$ cat src/sv/gop_pkg.sv
package gop_pkg;

    localparam int SAMPLES_DEFAULT = 10;

    localparam int RATE_W    = 16;
    localparam int GAIN_W    = 16;
    localparam int ROUND_W   = 8;
    localparam int CFG_IDX_W = 2;
    localparam int CFG_DAT_W = 16;

    localparam int NSTG    = 7;
    localparam int PROD_W  = 32;
    localparam int DIFF_W  = 17;
    localparam int DPROD_W = 33;
    localparam int D10_W   = 37;
    localparam int ACC_W   = 48;
    localparam int TOT_W   = 50;
    localparam int QTR_W   = 8;

    // exact truncating divide by ten of a 31-bit magnitude
    localparam int          IMAG_W      = 31;
    localparam int          IQ_W        = 28;
    localparam int          DIV10_SHIFT = 35;
    localparam int          DIV10_W     = 32;
    localparam logic [DIV10_W-1:0] DIV10_RECIP = 32'hCCCC_CCCD;

    localparam logic signed [GAIN_W-1:0] PROP_GAIN_RST  = 16'sd256;
    localparam logic signed [GAIN_W-1:0] INTEG_GAIN_RST = 16'sd256;
    localparam logic signed [GAIN_W-1:0] DERIV_GAIN_RST = 16'sd0;
    localparam logic [ROUND_W-1:0]       ROUND_TOT_RST  = 8'd50;

    localparam logic signed [RATE_W-1:0] OFFSET_MAX = 16'sh7FFF;
    localparam logic signed [RATE_W-1:0] OFFSET_MIN = 16'sh8000;

    typedef enum logic [CFG_IDX_W-1:0] {
        CFG_PROP_GAIN,
        CFG_INTEG_GAIN,
        CFG_DERIV_GAIN,
        CFG_ROUND_TOTAL
    } t_cfg_idx;

    typedef struct packed {
        logic signed [GAIN_W-1:0] prop;
        logic signed [GAIN_W-1:0] integ;
        logic signed [GAIN_W-1:0] deriv;
    } t_gains;

    typedef struct packed {
        logic            clear;
        logic            accum;
        logic            round_done;
        logic [NSTG-1:0] load;
        logic [NSTG-1:0] rst_in;
        logic            rst_out;
        logic            tail_valid;
        logic            tail_last;
    } t_pipe_ctl;

endpackage

$ cat src/sv/gop_ctrl.sv
module gop_ctrl
    import gop_pkg::*;
#(
    parameter int SAMPLES_PER_ROUND = SAMPLES_DEFAULT
) (
    input  logic               i_clk,
    input  logic               i_rst_n,
    input  logic               i_in_valid,
    input  logic               i_op,
    input  logic [ROUND_W-1:0] i_round_total,
    input  logic               i_out_en,
    output logic               o_in_stall,
    output t_pipe_ctl          o_ctl
);

    localparam int CW = (SAMPLES_PER_ROUND > 1) ? $clog2(SAMPLES_PER_ROUND) : 1;
    localparam logic [CW-1:0] CntLast = CW'(SAMPLES_PER_ROUND - 1);

    logic               r_running;
    logic [CW-1:0]      r_count;
    logic [ROUND_W-1:0] r_rounds;
    logic [NSTG-1:0]    r_vld;
    logic [NSTG-1:0]    r_rst;
    logic [NSTG-1:0]    r_lst;

    logic [NSTG-1:0]    en;
    logic               accept;
    logic               is_restart;
    logic               is_sample;
    logic               round_done;
    logic               new_tok;
    logic [ROUND_W-1:0] rounds_inc;
    logic               is_last;

    // a stage moves when it is empty or the one after it moves
    always_comb begin
        en[NSTG-1] = !r_vld[NSTG-1] || i_out_en;
        for (int k = NSTG - 2; k >= 0; k--) begin
            en[k] = !r_vld[k] || en[k+1];
        end
    end

    assign accept     = i_in_valid && en[0];
    assign o_in_stall = !en[0];
    assign is_restart = accept && i_op;
    assign is_sample  = accept && !i_op && r_running;
    assign round_done = is_sample && (r_count == CntLast);
    assign new_tok    = is_restart || round_done;
    assign rounds_inc = r_rounds + 1'b1;
    assign is_last    = (rounds_inc >= i_round_total);

    always_comb begin
        o_ctl.clear      = is_restart;
        o_ctl.accum      = is_sample;
        o_ctl.round_done = round_done;
        o_ctl.load[0]    = new_tok;
        o_ctl.rst_in[0]  = i_op;
        for (int k = 1; k < NSTG; k++) begin
            o_ctl.load[k]   = en[k] && r_vld[k-1];
            o_ctl.rst_in[k] = r_rst[k-1];
        end
        o_ctl.rst_out    = r_rst[NSTG-1];
        o_ctl.tail_valid = r_vld[NSTG-1];
        o_ctl.tail_last  = r_lst[NSTG-1];
    end

    always_ff @(posedge i_clk) begin
        if (!i_rst_n) begin
            r_running <= 1'b1;
            r_count   <= '0;
            r_rounds  <= '0;
        end else if (is_restart) begin
            r_running <= 1'b1;
            r_count   <= '0;
            r_rounds  <= '0;
        end else if (round_done) begin
            r_count  <= '0;
            r_rounds <= rounds_inc;
            if (is_last) begin
                r_running <= 1'b0;
            end
        end else if (is_sample) begin
            r_count <= r_count + 1'b1;
        end
    end

    always_ff @(posedge i_clk) begin
        if (!i_rst_n) begin
            r_vld <= '0;
        end else begin
            if (en[0]) begin
                r_vld[0] <= new_tok;
            end
            for (int k = 1; k < NSTG; k++) begin
                if (en[k]) begin
                    r_vld[k] <= r_vld[k-1];
                end
            end
        end
    end

    always_ff @(posedge i_clk) begin
        if (new_tok) begin
            r_rst[0] <= i_op;
            r_lst[0] <= !i_op && is_last;
        end
        for (int k = 1; k < NSTG; k++) begin
            if (o_ctl.load[k]) begin
                r_rst[k] <= r_rst[k-1];
                r_lst[k] <= r_lst[k-1];
            end
        end
    end

endmodule

$ cat config.mk
export PLATFORM = sky130hd
export DESIGN_NAME = gop_ctrl
export DESIGN_NICKNAME = d
export VERILOG_FILES = /design/src/sv/gop_pkg.sv /design/src/sv/gop_ctrl.sv
export SDC_FILE = /design/constraint.sdc
export NUM_CORES = 1
export LEC_CHECK = 0
export BUFFER_PORTS_ARGS = -buffer_cell sky130_fd_sc_hd__buf_2
export CORE_MARGIN = 4
export CORE_UTILIZATION = 50
export DETAILED_ROUTE_END_ITERATION = 16
export PLACE_DENSITY_LB_ADDON = 0.3
export SYNTH_ARGS = -nofsm -noshare
export SYNTH_HDL_FRONTEND = slang
export SYNTH_SLANG_ARGS = --single-unit
$ cat constraint.sdc
create_clock -name i_clk -period 2.9 [get_ports i_clk]
set_input_delay 0.29 -clock i_clk [delete_from_list [all_inputs] [get_ports i_clk]]
set_output_delay 0.29 -clock i_clk [all_outputs]
set_load 0.01 [all_outputs]
==> results.json <==
{
  "ys.warnings.count": 0,
  "grt_pass1_vias": 1141,
  "synth-xor-area-share_pct": 3.546,
  "grt_usage_pct": 16.38,
  "end_kind": "flop",
  "num_rows": 21,
  "max_slew_margin_pct": 60.26,
  "synthMuxAreaShare_pct": 0,
  "cts_buffer_depth": 2,
  "peakVddDrop_uv": 234.0,
  "layout_commonest_cell": "buf_2",
  "cts_hold_buf": 0,
  "nFillCells": 303,
  "clockPowerShare_pct": 29.9,
  "power_per_cell_area_nw_per_um2": 412.8,
  "tns_ps": 0,
  "cts-root-buf": "clkbuf_4",
  "finClkSkew_ps": 6.489,
  "required_ps": 3090,
  "synth_top_family_by_area": "simple AND/OR/NAND/NOR gates",
  "slew_viol_final": 0,
  "post_cts_buffers": 0,
  "synth_fa_ha_area_share_pct": 7.959,
  "cap_violations": 0,
  "period_needed_ps": 2391,
  "worstPathArrival_ps": 2580,
  "ios": 34,
  "internal-power_uw": 615.7,
  "drive_gt1_share_pct": 24.63,
  "drt-met1-wl_um": 1531,
  "syn_area_um2": 1729,
  "die-area_um2": 4463,
  "cts_tree": "yes",
  "drtAntennaViolNets": 0,
  "htreeDepth": 2,
  "criticalPathCategory": "flop to flop",
  "worstPathCellList": "ha_1, nand3_2, or2_1, xnor2_1, ha_1, nand2_1, or3_1, o221ai_1, nor2b_1",
  "grt_pass1_wl_um": 5423,
  "synth_compound_area_share_pct": 15.48,
  "grt_max_degree": 19,
  "fin_nets": 226,
  "post_drt_via_cell_ratio": 5.373,
  "crit_fanout": 5,
  "cp-start-kind": "flop",
  "fin_crit_sh_pct": 82.46,
  "drc": 0,
  "cts_resized": 0,
  "insertion_delay_ps": 320,
  "met2WireLength_um": 1504,
  "routed_wl_um": 3280,
  "routed.top_layer": "met4",
  "antenna_found_initial": 0,
  "dieHeight_um": 66.81,
  "yosys.area_share.simple_pct": 18.81,
  "min_path_type": "input port to flop",
  "routedWlPerCell_um": 13.17,
  "start_util_pct": 51.82,
  "die_x_um": 66.81,
  "syn_inst": 170,
  "dp_slack_ps": 531.4,
  "num_vias": 1338,
  "ys.flop_type": "dfxtp_1",
  "cts_buffers": 5,
  "areaGrowthSynthToFinish_pct": 12.37,
  "core_um2": 3337,
  "port-buffer-count": 33,
  "synth-async-reset-ratio_pct": 0,
  "grt_setup_unrepaired": "no",
  "final_cell_mix": "33 x buf_2, 20 x dfxtp_1, 18 x a21oi_1, 14 x edfxtp_1, 13 x nor2_1",
  "whs_path_depth": 2,
  "synth.avg_cell_area_um2": 10.17,
  "dr.pass1.iters": 4,
  "pwr-share-comb_pct": 6.9,
  "yosysSeqAreaShare_pct": 47.47,
  "slowest_stage": "dfxtp_1",
  "tightest_slew_ps": 592.2,
  "fmax_ghz": 0.4182,
  "setup_ws_ps": 508.6,
  "seqPwrFrac_pct": 63.1,
  "ys_types": 42,
  "dp_hpwl_um": 2582,
  "ys_seq_elements": 34,
  "setup_viol": 0,
  "rr_worst_depth": 9,
  "diodes": 0,
  "synth_fp_nets": 194,
  "overflow": 0,
  "hold_viol_final": 0,
  "p_sw_share_pct": 23.25,
  "place_congestion": 0.8175,
  "synth_edf_count": 14,
  "path_clk_slew_ps": 100,
  "numClockSinks": 34,
  "wl_met3_um": 201,
  "status": "finished, final reports clean",
  "crit_top_cell": "ha_1",
  "slowest_delay_ps": 420,
  "switching_power_uw": 186.5,
  "drt_iter0_markers": 59,
  "power.leakage_nw": 0.8069
}
-- critical path, delay by kind of cell, from the launching register on --
kind	cells	cell delay, ps
xor+xnor	1	140
flops	1	420
compound gates	1	240
simple gates	5	930
fa+ha+maj	2	520
-- layer usage --
metal  vias to the layer above  GRT usage [%]
met5                         -              0
met4                         0          7.614
met3                         5          4.216
met2                        42          24.26
met1                       612          22.21
li1                        679              -
-- worst paths after layout --
kind,from,end,slack [ps]
setup / recovery,r_rounds[0],r_lst[0],510
setup reg to reg,r_rounds[0],r_lst[0],510
hold reg to reg,r_lst[1],r_lst[2],430
hold / removal,i_rst_n,r_vld[2],220
-- kinds of logic after synthesis --
group,count (synthesis)
xor+xnor,7
flops,34
fa+ha+maj,11
buf+inv,22
compound gates,42
simple gates,54
-- per-stage QoR --
stage,util (%),std cells,total power [mW],cell area (um2),hold WS (ps)
final,58.23,249,0.8021,1943,221.4
after floorplan,-,170,0.5518,1729,388.9
after detailed placement,56.69,241,0.5734,1892,405.2
after global placement,56.69,241,0.5706,1892,401.0
after CTS,58.23,249,0.8149,1943,209.3
after global routing,58.23,249,0.8484,1943,207.6
-- layout make-up --
cell class | instances | area [um2] | share of cell area (%)
well taps | 46 | 57.56 | 2.962
inverters | 13 | 48.80 | 2.511
clock inverters | 2 | 10.01 | 0.5151
multi-input cells | 114 | 792.0 | 40.76
repair buffers | 34 | 172.7 | 8.886
flip-flops and latches | 34 | 820.8 | 42.24
clock buffers | 6 | 41.29 | 2.125
-- sequential cells by signal, summed over array words and instances, names as in the netlist --
name,count
r_rounds,8
r_lst,7
r_rst,7
r_vld,7
r_count,4
r_running,1
-- Yosys cell counts (2+ instances only) --
cell / instances / area (um2)
a21boi_0: 3 / 22.52
a21oi_1: 18 / 90.09
a31oi_1: 2 / 12.51
and2_1: 2 / 12.51
and3b_1: 3 / 26.28
buf_4: 7 / 52.55
dfxtp_1: 20 / 400.4
edfxtp_1: 14 / 420.4
ha_1: 11 / 137.6
inv_1: 11 / 41.29
inv_2: 2 / 7.510
nand2_1: 6 / 22.52
nand2b_1: 2 / 12.51
nand3_1: 3 / 15.01
nand3_2: 2 / 20.02
nand3b_1: 2 / 15.01
nand4_1: 2 / 12.51
nor2_1: 13 / 48.80
nor2b_1: 3 / 18.77
o21ai_0: 5 / 25.02
o31ai_1: 6 / 45.04
or3_1: 4 / 25.02
or4_1: 5 / 37.54
xnor2_1: 4 / 35.03
xor2_1: 3 / 26.28
-- power by group through the flow --
stage	Clock [mW]	Combinational [mW]	Sequential, mW
after global placement	0	0.0536	0.517
after CTS	0.252	0.0562	0.507
after global routing	0.279	0.0620	0.508
after floorplan	0	0.0352	0.517
final	0.240	0.0556	0.506
after detailed placement	0	0.0559	0.518
No activity file was read; power rests on OpenSTA's default activity.
