[src/sv/gop_pkg.sv]
package gop_pkg;

    localparam int SAMPLES_DEFAULT = 10;

    localparam int RATE_W    = 16;
    localparam int GAIN_W    = 16;
    localparam int ROUND_W   = 8;
    localparam int CFG_IDX_W = 2;
    localparam int CFG_DAT_W = 16;

    localparam int NSTG    = 7;
    localparam int PROD_W  = 32;
    localparam int DIFF_W  = 17;
    localparam int DPROD_W = 33;
    localparam int D10_W   = 37;
    localparam int ACC_W   = 48;
    localparam int TOT_W   = 50;
    localparam int QTR_W   = 8;

    // exact truncating divide by ten of a 31-bit magnitude
    localparam int          IMAG_W      = 31;
    localparam int          IQ_W        = 28;
    localparam int          DIV10_SHIFT = 35;
    localparam int          DIV10_W     = 32;
    localparam logic [DIV10_W-1:0] DIV10_RECIP = 32'hCCCC_CCCD;

    localparam logic signed [GAIN_W-1:0] PROP_GAIN_RST  = 16'sd256;
    localparam logic signed [GAIN_W-1:0] INTEG_GAIN_RST = 16'sd256;
    localparam logic signed [GAIN_W-1:0] DERIV_GAIN_RST = 16'sd0;
    localparam logic [ROUND_W-1:0]       ROUND_TOT_RST  = 8'd50;

    localparam logic signed [RATE_W-1:0] OFFSET_MAX = 16'sh7FFF;
    localparam logic signed [RATE_W-1:0] OFFSET_MIN = 16'sh8000;

    typedef enum logic [CFG_IDX_W-1:0] {
        CFG_PROP_GAIN,
        CFG_INTEG_GAIN,
        CFG_DERIV_GAIN,
        CFG_ROUND_TOTAL
    } t_cfg_idx;

    typedef struct packed {
        logic signed [GAIN_W-1:0] prop;
        logic signed [GAIN_W-1:0] integ;
        logic signed [GAIN_W-1:0] deriv;
    } t_gains;

    typedef struct packed {
        logic            clear;
        logic            accum;
        logic            round_done;
        logic [NSTG-1:0] load;
        logic [NSTG-1:0] rst_in;
        logic            rst_out;
        logic            tail_valid;
        logic            tail_last;
    } t_pipe_ctl;

endpackage

[src/sv/gop_lane.sv]
module gop_lane
    import gop_pkg::*;
#(
    parameter int SAMPLES_PER_ROUND = SAMPLES_DEFAULT
) (
    input  logic                     i_clk,
    input  logic                     i_rst_n,
    input  t_pipe_ctl                i_ctl,
    input  t_gains                   i_gains,
    input  logic signed [RATE_W-1:0] i_rate,
    output logic signed [RATE_W-1:0] o_offset
);

    localparam int LG  = $clog2(SAMPLES_PER_ROUND);
    localparam int SW  = RATE_W + 1 + LG;
    localparam int QW  = SW - LG + 1;
    localparam int RSH = SW + LG;
    localparam int RW  = SW + 2;
    localparam longint unsigned RecipL =
        ((64'd1 << RSH) + 64'(SAMPLES_PER_ROUND) - 64'd1) / 64'(SAMPLES_PER_ROUND);
    localparam logic [RW-1:0] Recip = RW'(RecipL);

    // stage 0: running sum
    logic signed [SW-1:0]      r_sum;
    logic signed [SW-1:0]      r0_sum;
    logic signed [SW-1:0]      sum_nx;
    // stage 1: quotient magnitude
    logic [SW-1:0]             mag_c;
    logic [SW+RW-1:0]          qprod_c;
    logic [QW-1:0]             r1_q;
    logic                      r1_neg;
    // stage 2: average and difference
    logic signed [RATE_W-1:0]  avg_c;
    logic signed [DIFF_W-1:0]  diff_c;
    logic signed [RATE_W-1:0]  r_prev;
    logic signed [RATE_W-1:0]  r2_avg;
    logic signed [DIFF_W-1:0]  r2_diff;
    // stage 3: products
    logic signed [GAIN_W-1:0]  kp;
    logic signed [GAIN_W-1:0]  ki;
    logic signed [GAIN_W-1:0]  kd;
    logic signed [PROD_W-1:0]  p_c;
    logic signed [PROD_W-1:0]  i_c;
    logic signed [DPROD_W-1:0] d_c;
    logic signed [PROD_W-1:0]  r3_p;
    logic signed [PROD_W-1:0]  r3_i;
    logic signed [DPROD_W-1:0] r3_d;
    // stage 4: integral step over ten, derivative times ten
    logic [PROD_W-1:0]         iabs_c;
    logic [IMAG_W-1:0]         imag_c;
    logic [IMAG_W+DIV10_W-1:0] iprod_c;
    logic signed [D10_W-1:0]   dext_c;
    logic signed [D10_W-1:0]   d10_c;
    logic signed [PROD_W-1:0]  r4_p;
    logic [IQ_W-1:0]           r4_iq;
    logic                      r4_ineg;
    logic signed [D10_W-1:0]   r4_d10;
    // stage 5: integral accumulator
    logic signed [ACC_W-1:0]   iv_c;
    logic signed [ACC_W-1:0]   idiv_c;
    logic signed [ACC_W-1:0]   r_acc;
    logic signed [PROD_W-1:0]  r5_p;
    logic signed [D10_W-1:0]   r5_d10;
    // stage 6: pid sum
    logic signed [TOT_W-1:0]   tot_c;
    logic signed [TOT_W-1:0]   r6_total;
    // tail: scale and saturate
    logic signed [TOT_W-1:0]   biased_c;
    logic signed [TOT_W-1:0]   scaled_c;
    logic signed [RATE_W-1:0]  sat_c;

    assign sum_nx = r_sum + SW'(i_rate);

    always_ff @(posedge i_clk) begin
        if (!i_rst_n) begin
            r_sum <= '0;
        end else if (i_ctl.clear || i_ctl.round_done) begin
            r_sum <= '0;
        end else if (i_ctl.accum) begin
            r_sum <= sum_nx;
        end
        if (i_ctl.load[0]) begin
            r0_sum <= sum_nx;
        end
    end

    assign mag_c   = r0_sum[SW-1] ? SW'(-r0_sum) : SW'(r0_sum);
    assign qprod_c = (SW+RW)'(mag_c) * (SW+RW)'(Recip);

    always_ff @(posedge i_clk) begin
        if (i_ctl.load[1]) begin
            r1_q   <= qprod_c[RSH +: QW];
            r1_neg <= r0_sum[SW-1];
        end
    end

    // average is the negated mean
    always_comb begin
        if (r1_neg) begin
            avg_c = (r1_q > QW'(32767)) ? OFFSET_MAX : signed'(r1_q[RATE_W-1:0]);
        end else begin
            avg_c = (r1_q > QW'(32768)) ? OFFSET_MIN : signed'(RATE_W'(-r1_q[RATE_W-1:0]));
        end
    end

    assign diff_c = DIFF_W'(avg_c) - DIFF_W'(r_prev);

    always_ff @(posedge i_clk) begin
        if (!i_rst_n) begin
            r_prev <= '0;
        end else if (i_ctl.load[2]) begin
            r_prev <= i_ctl.rst_in[2] ? '0 : avg_c;
        end
        if (i_ctl.load[2]) begin
            r2_avg  <= avg_c;
            r2_diff <= diff_c;
        end
    end

    assign kp  = i_gains.prop;
    assign ki  = i_gains.integ;
    assign kd  = i_gains.deriv;
    assign p_c = PROD_W'(r2_avg) * PROD_W'(kp);
    assign i_c = PROD_W'(r2_avg) * PROD_W'(ki);
    assign d_c = DPROD_W'(r2_diff) * DPROD_W'(kd);

    always_ff @(posedge i_clk) begin
        if (i_ctl.load[3]) begin
            r3_p <= p_c;
            r3_i <= i_c;
            r3_d <= d_c;
        end
    end

    assign iabs_c  = r3_i[PROD_W-1] ? PROD_W'(-r3_i) : PROD_W'(r3_i);
    assign imag_c  = iabs_c[IMAG_W-1:0];
    assign iprod_c = (IMAG_W+DIV10_W)'(imag_c) * (IMAG_W+DIV10_W)'(DIV10_RECIP);
    assign dext_c  = D10_W'(r3_d);
    assign d10_c   = (dext_c <<< 3) + (dext_c <<< 1);

    always_ff @(posedge i_clk) begin
        if (i_ctl.load[4]) begin
            r4_p    <= r3_p;
            r4_iq   <= iprod_c[DIV10_SHIFT +: IQ_W];
            r4_ineg <= r3_i[PROD_W-1];
            r4_d10  <= d10_c;
        end
    end

    assign iv_c   = signed'(ACC_W'(r4_iq));
    assign idiv_c = r4_ineg ? -iv_c : iv_c;

    always_ff @(posedge i_clk) begin
        if (!i_rst_n) begin
            r_acc <= '0;
        end else if (i_ctl.load[5]) begin
            r_acc <= i_ctl.rst_in[5] ? '0 : (r_acc + idiv_c);
        end
        if (i_ctl.load[5]) begin
            r5_p   <= r4_p;
            r5_d10 <= r4_d10;
        end
    end

    assign tot_c = TOT_W'(r5_p) + TOT_W'(r_acc) + TOT_W'(r5_d10);

    always_ff @(posedge i_clk) begin
        if (i_ctl.load[6]) begin
            r6_total <= tot_c;
        end
    end

    // divide by 256 toward zero
    assign biased_c = r6_total + (r6_total[TOT_W-1] ? TOT_W'(255) : TOT_W'(0));
    assign scaled_c = biased_c >>> QTR_W;

    always_comb begin
        if (scaled_c > TOT_W'(OFFSET_MAX)) begin
            sat_c = OFFSET_MAX;
        end else if (scaled_c < TOT_W'(OFFSET_MIN)) begin
            sat_c = OFFSET_MIN;
        end else begin
            sat_c = scaled_c[RATE_W-1:0];
        end
    end

    assign o_offset = i_ctl.rst_out ? '0 : sat_c;

endmodule

[config.mk]
export PLATFORM = sky130hd
export DESIGN_NAME = gop_lane
export DESIGN_NICKNAME = d
export VERILOG_FILES = /design/src/sv/gop_pkg.sv /design/src/sv/gop_lane.sv
export SDC_FILE = /design/constraint.sdc
export NUM_CORES = 2
export LEC_CHECK = 0
export ABC_AREA = 1
export BUFFER_PORTS_ARGS = -buffer_cell sky130_fd_sc_hd__buf_2
export CAP_MARGIN = 20
export CORE_MARGIN = 2
export CORE_UTILIZATION = 60
export CTS_CLUSTER_DIAMETER = 150
export CTS_CLUSTER_SIZE = 16
export DETAILED_ROUTE_END_ITERATION = 6
export HOLD_SLACK_MARGIN = 0.03
export PLACE_DENSITY = 0.86
export REMOVE_ABC_BUFFERS = 1
export SLEW_MARGIN = 20
export SYNTH_ARGS = -nofsm -noshare
export SYNTH_HDL_FRONTEND = slang
export SYNTH_SLANG_ARGS = --single-unit
[constraint.sdc]
create_clock -name i_clk -period 22.4 [get_ports i_clk]
set_input_delay 3.36 -clock i_clk [delete_from_list [all_inputs] [get_ports i_clk]]
set_output_delay 3.36 -clock i_clk [all_outputs]
set_load 0.01 [all_outputs]
==> run summary <==
IO Port Bufs: 94
1st-pass router iterations: 7
final WL: 212000 um
Sum Neg Setup Slack: 0 ns
worst endpoint data arrival time: 9.99 ns
Main synth FF type: edfxtp_1
Final setup viols: 0
share of cells above drive strength 1: 2.75%
routability cong.: 1.02
failing checks: DRC
die area: 136000 um^2
Area Growth Syn to Fin: 4.06%
cts repair resizes: 0
Synth Cell Area: 80100 um^2
most frequent cell after synthesis: inv_1
PnR worst setup slack: 12.76 ns
Cell Count, Final, Fillers Out: 11252
Syn. warnings: 0
first-pass GRT wire length: 342000 um
antenna violations before repair: 10
Synth area leaders: fa_1 (31%), edfxtp_1 (14%), ha_1 (14%)
Critical Path RT: 22.75 ns
Final Max Slew Viols: 0
Slowest-stage cell, CP: fa_1
Tot GR Track Use: 31.6%
Max-Cap Viols: 0
Worst path most repeated cell: fa_1
Tmin final: 9.64 ns
fin crit share: 43.0%
Clock Path Buffers: 3
Yosys reg bits: 470
post-layout util: 62.7%
commonest cells in the netlist: inv_1 (2333), nand2_1 (1776), fa_1 (1231)
RSZ-0062 raised after global routing: false
Worst path max stage delay: 0.92 ns
H-tree Lvls: 2
Async S/R FF share, synth: 0%
via count: 63335
initial DRC count: 5095
crit-path max FO: 16
Cells after Synth: 9486
status: complete, but fails checks
placed cell count: 11179
CTS Buf Count: 36
fill count: 10827
Least-Margin Pin Slew: 1.04 ns
Root Buffer Master: clkbuf_16
sequential share of the synthesized area: 16.6%
remaining antenna violation count: 0
Die Span Y: 369 um
Max Freq: 0.104 GHz
DRC viols: 3
clk slew on worst S/H paths: 0.08 ns
Worst-Skew Late Latency: 0.63 ns
critical path, cell by cell: buf_2 -> nand2_1 -> inv_1 -> fa_1 -> fa_1 -> inv_1 -> fa_1 -> inv_1 -> fa_1 -> fa_1 -> fa_1 -> ha_1 -> a21oi_1 -> o21ai_0 -> a21oi_1 -> nand3_1 -> nand3_1 -> nand2_1 -> a21oi_1 -> xor2_1
Hold Buf Count CTS: 0
DR WL/cell: 18.8 um
share of Yosys cell area claimed by the top area cell type: 30.8%
FP Rows: 134
Worst Setup End Kind: flop
Unique masters post-synth: 64
Setup Crit Path Kind: primary input to flop
core area: 133000 um^2
DIE WIDTH: 369 um
worst-case clock skew: 0.0499 ns
area leader, netlist: fa_1
Post-CTS Setup Bufs: 0
Nets: 11687
Setup WS pre-CTS: 12.41 ns
Initial Util: 60.2%
number of global-route vias before repair: 66768
GR Overflow Total: 0
final hold violations: 0
crit start category: primary input
Avg Cell Area, Syn: 8.44 um^2
pin count of the biggest net entering global routing: 79
Hold WC Path Type: flop to flop
number of flops mapped to enable cells by yosys: 385
post-DP HPWL: 179000 um
worst relative slew slack: 30.5%
CTS tree: yes
I/O Pins: 102
Via density: 5.63
clock sink count: 470
==> routing by layer <==
metal / part of all wire [%] / global-route usage, % / vias up
li1: - / - / 29227
met1: 40 / 41.1 / 30651
met2: 47 / 52.8 / 2838
met3: 8.4 / 5.00 / 615
met4: 4.6 / 13.2 / 4
met5: 0.0099 / 0 / -
==> cells by family after synthesis <==
family	count (synthesis)	share of synthesized area (%)
XOR/XNOR	369	4.05
flip-flops	470	16.6
AND/OR/NAND/NOR	2806	14.3
buffers and inverters	2544	12.0
adder cells (fa/ha/maj)	2151	45.1
AO/OA/AOI/OAI	1146	8.03
==> state kept, by name, indices dropped and copies added (netlist names), 18 cells and up <==
signal    cells
r0_sum       21
r1_q         18
r_acc        48
r3_p         32
r5_d10       36
r4_p         32
r6_total     50
r4_iq        28
r_sum        21
r3_d         33
r3_i         32
r4_d10       36
r5_p         32
==> placed cells by master, fill, tap and decap left out, types with 6 or more instances in the layout <==
cell / count
xnor2_1: 123
nand3b_1: 11
a22oi_1: 9
nor4_1: 35
or2_2: 33
nand4_1: 62
clkbuf_16: 37
o31ai_1: 13
inv_2: 9
o21a_1: 33
clkinv_1: 6
a31oi_1: 58
clkbuf_1: 23
o21ai_1: 12
nand2_1: 1776
nand2_2: 21
buf_2: 91
a21oi_1: 567
a21o_1: 41
ha_1: 920
fa_1: 1231
nor3_1: 65
a211oi_1: 16
o221ai_1: 11
edfxtp_1: 385
a21boi_0: 20
inv_1: 2332
a21oi_2: 10
xor2_1: 245
o21ai_0: 282
nand3_1: 207
buf_4: 31
diode_2: 6
dfxtp_1: 85
o211ai_1: 25
o21bai_1: 30
nor2_1: 570
==> worst paths after layout <==
kind | startpoint | cells past startpoint | slack, ns | to
worst min-delay path | r4_p[17] | 0 | 0.38 | r5_p[17]
worst max-delay path | i_gains[17] | 20 | 12.76 | r3_i[28]
worst min register to register | r4_p[17] | 0 | 0.38 | r5_p[17]
worst max register to register | r3_i[31] | 24 | 13.32 | r4_iq[24]
==> final cells by class <==
cell class | count | area, um^2 | area share [%]
clock inverters | 6 | 73.8 | 0.0886
repair buffers | 123 | 703 | 0.844
diodes | 6 | 15.0 | 0.0180
well taps | 1768 | 2210 | 2.65
multi-input cells | 6472 | 57200 | 68.7
inverters | 2347 | 8810 | 10.6
clock buffers | 60 | 1010 | 1.21
flip-flops and latches | 470 | 13300 | 15.9
==> critical path, delay by kind of cell <==
kind | cells | cell delay [ns]
AO/OA/AOI/OAI | 4 | 0.84
adder cells (fa/ha/maj) | 7 | 3.91
AND/OR/NAND/NOR | 4 | 0.64
XOR/XNOR | 1 | 0.45
buffers and inverters | 4 | 0.76
==> through the flow <==
stage / hold WS, ns / instance area [um^2]
2_1_floorplan: 0.400 / 79300
3_3_place_gp: 0.402 / 82200
3_5_place_dp: 0.405 / 82200
4_1_cts: 0.376 / 83300
5_1_grt: 0.398 / 83300
6_report: 0.378 / 83300
Power is left out: the tool's default activity adds up to more than one toggle a clock period on the data nets, which glitch-free logic cannot reach.
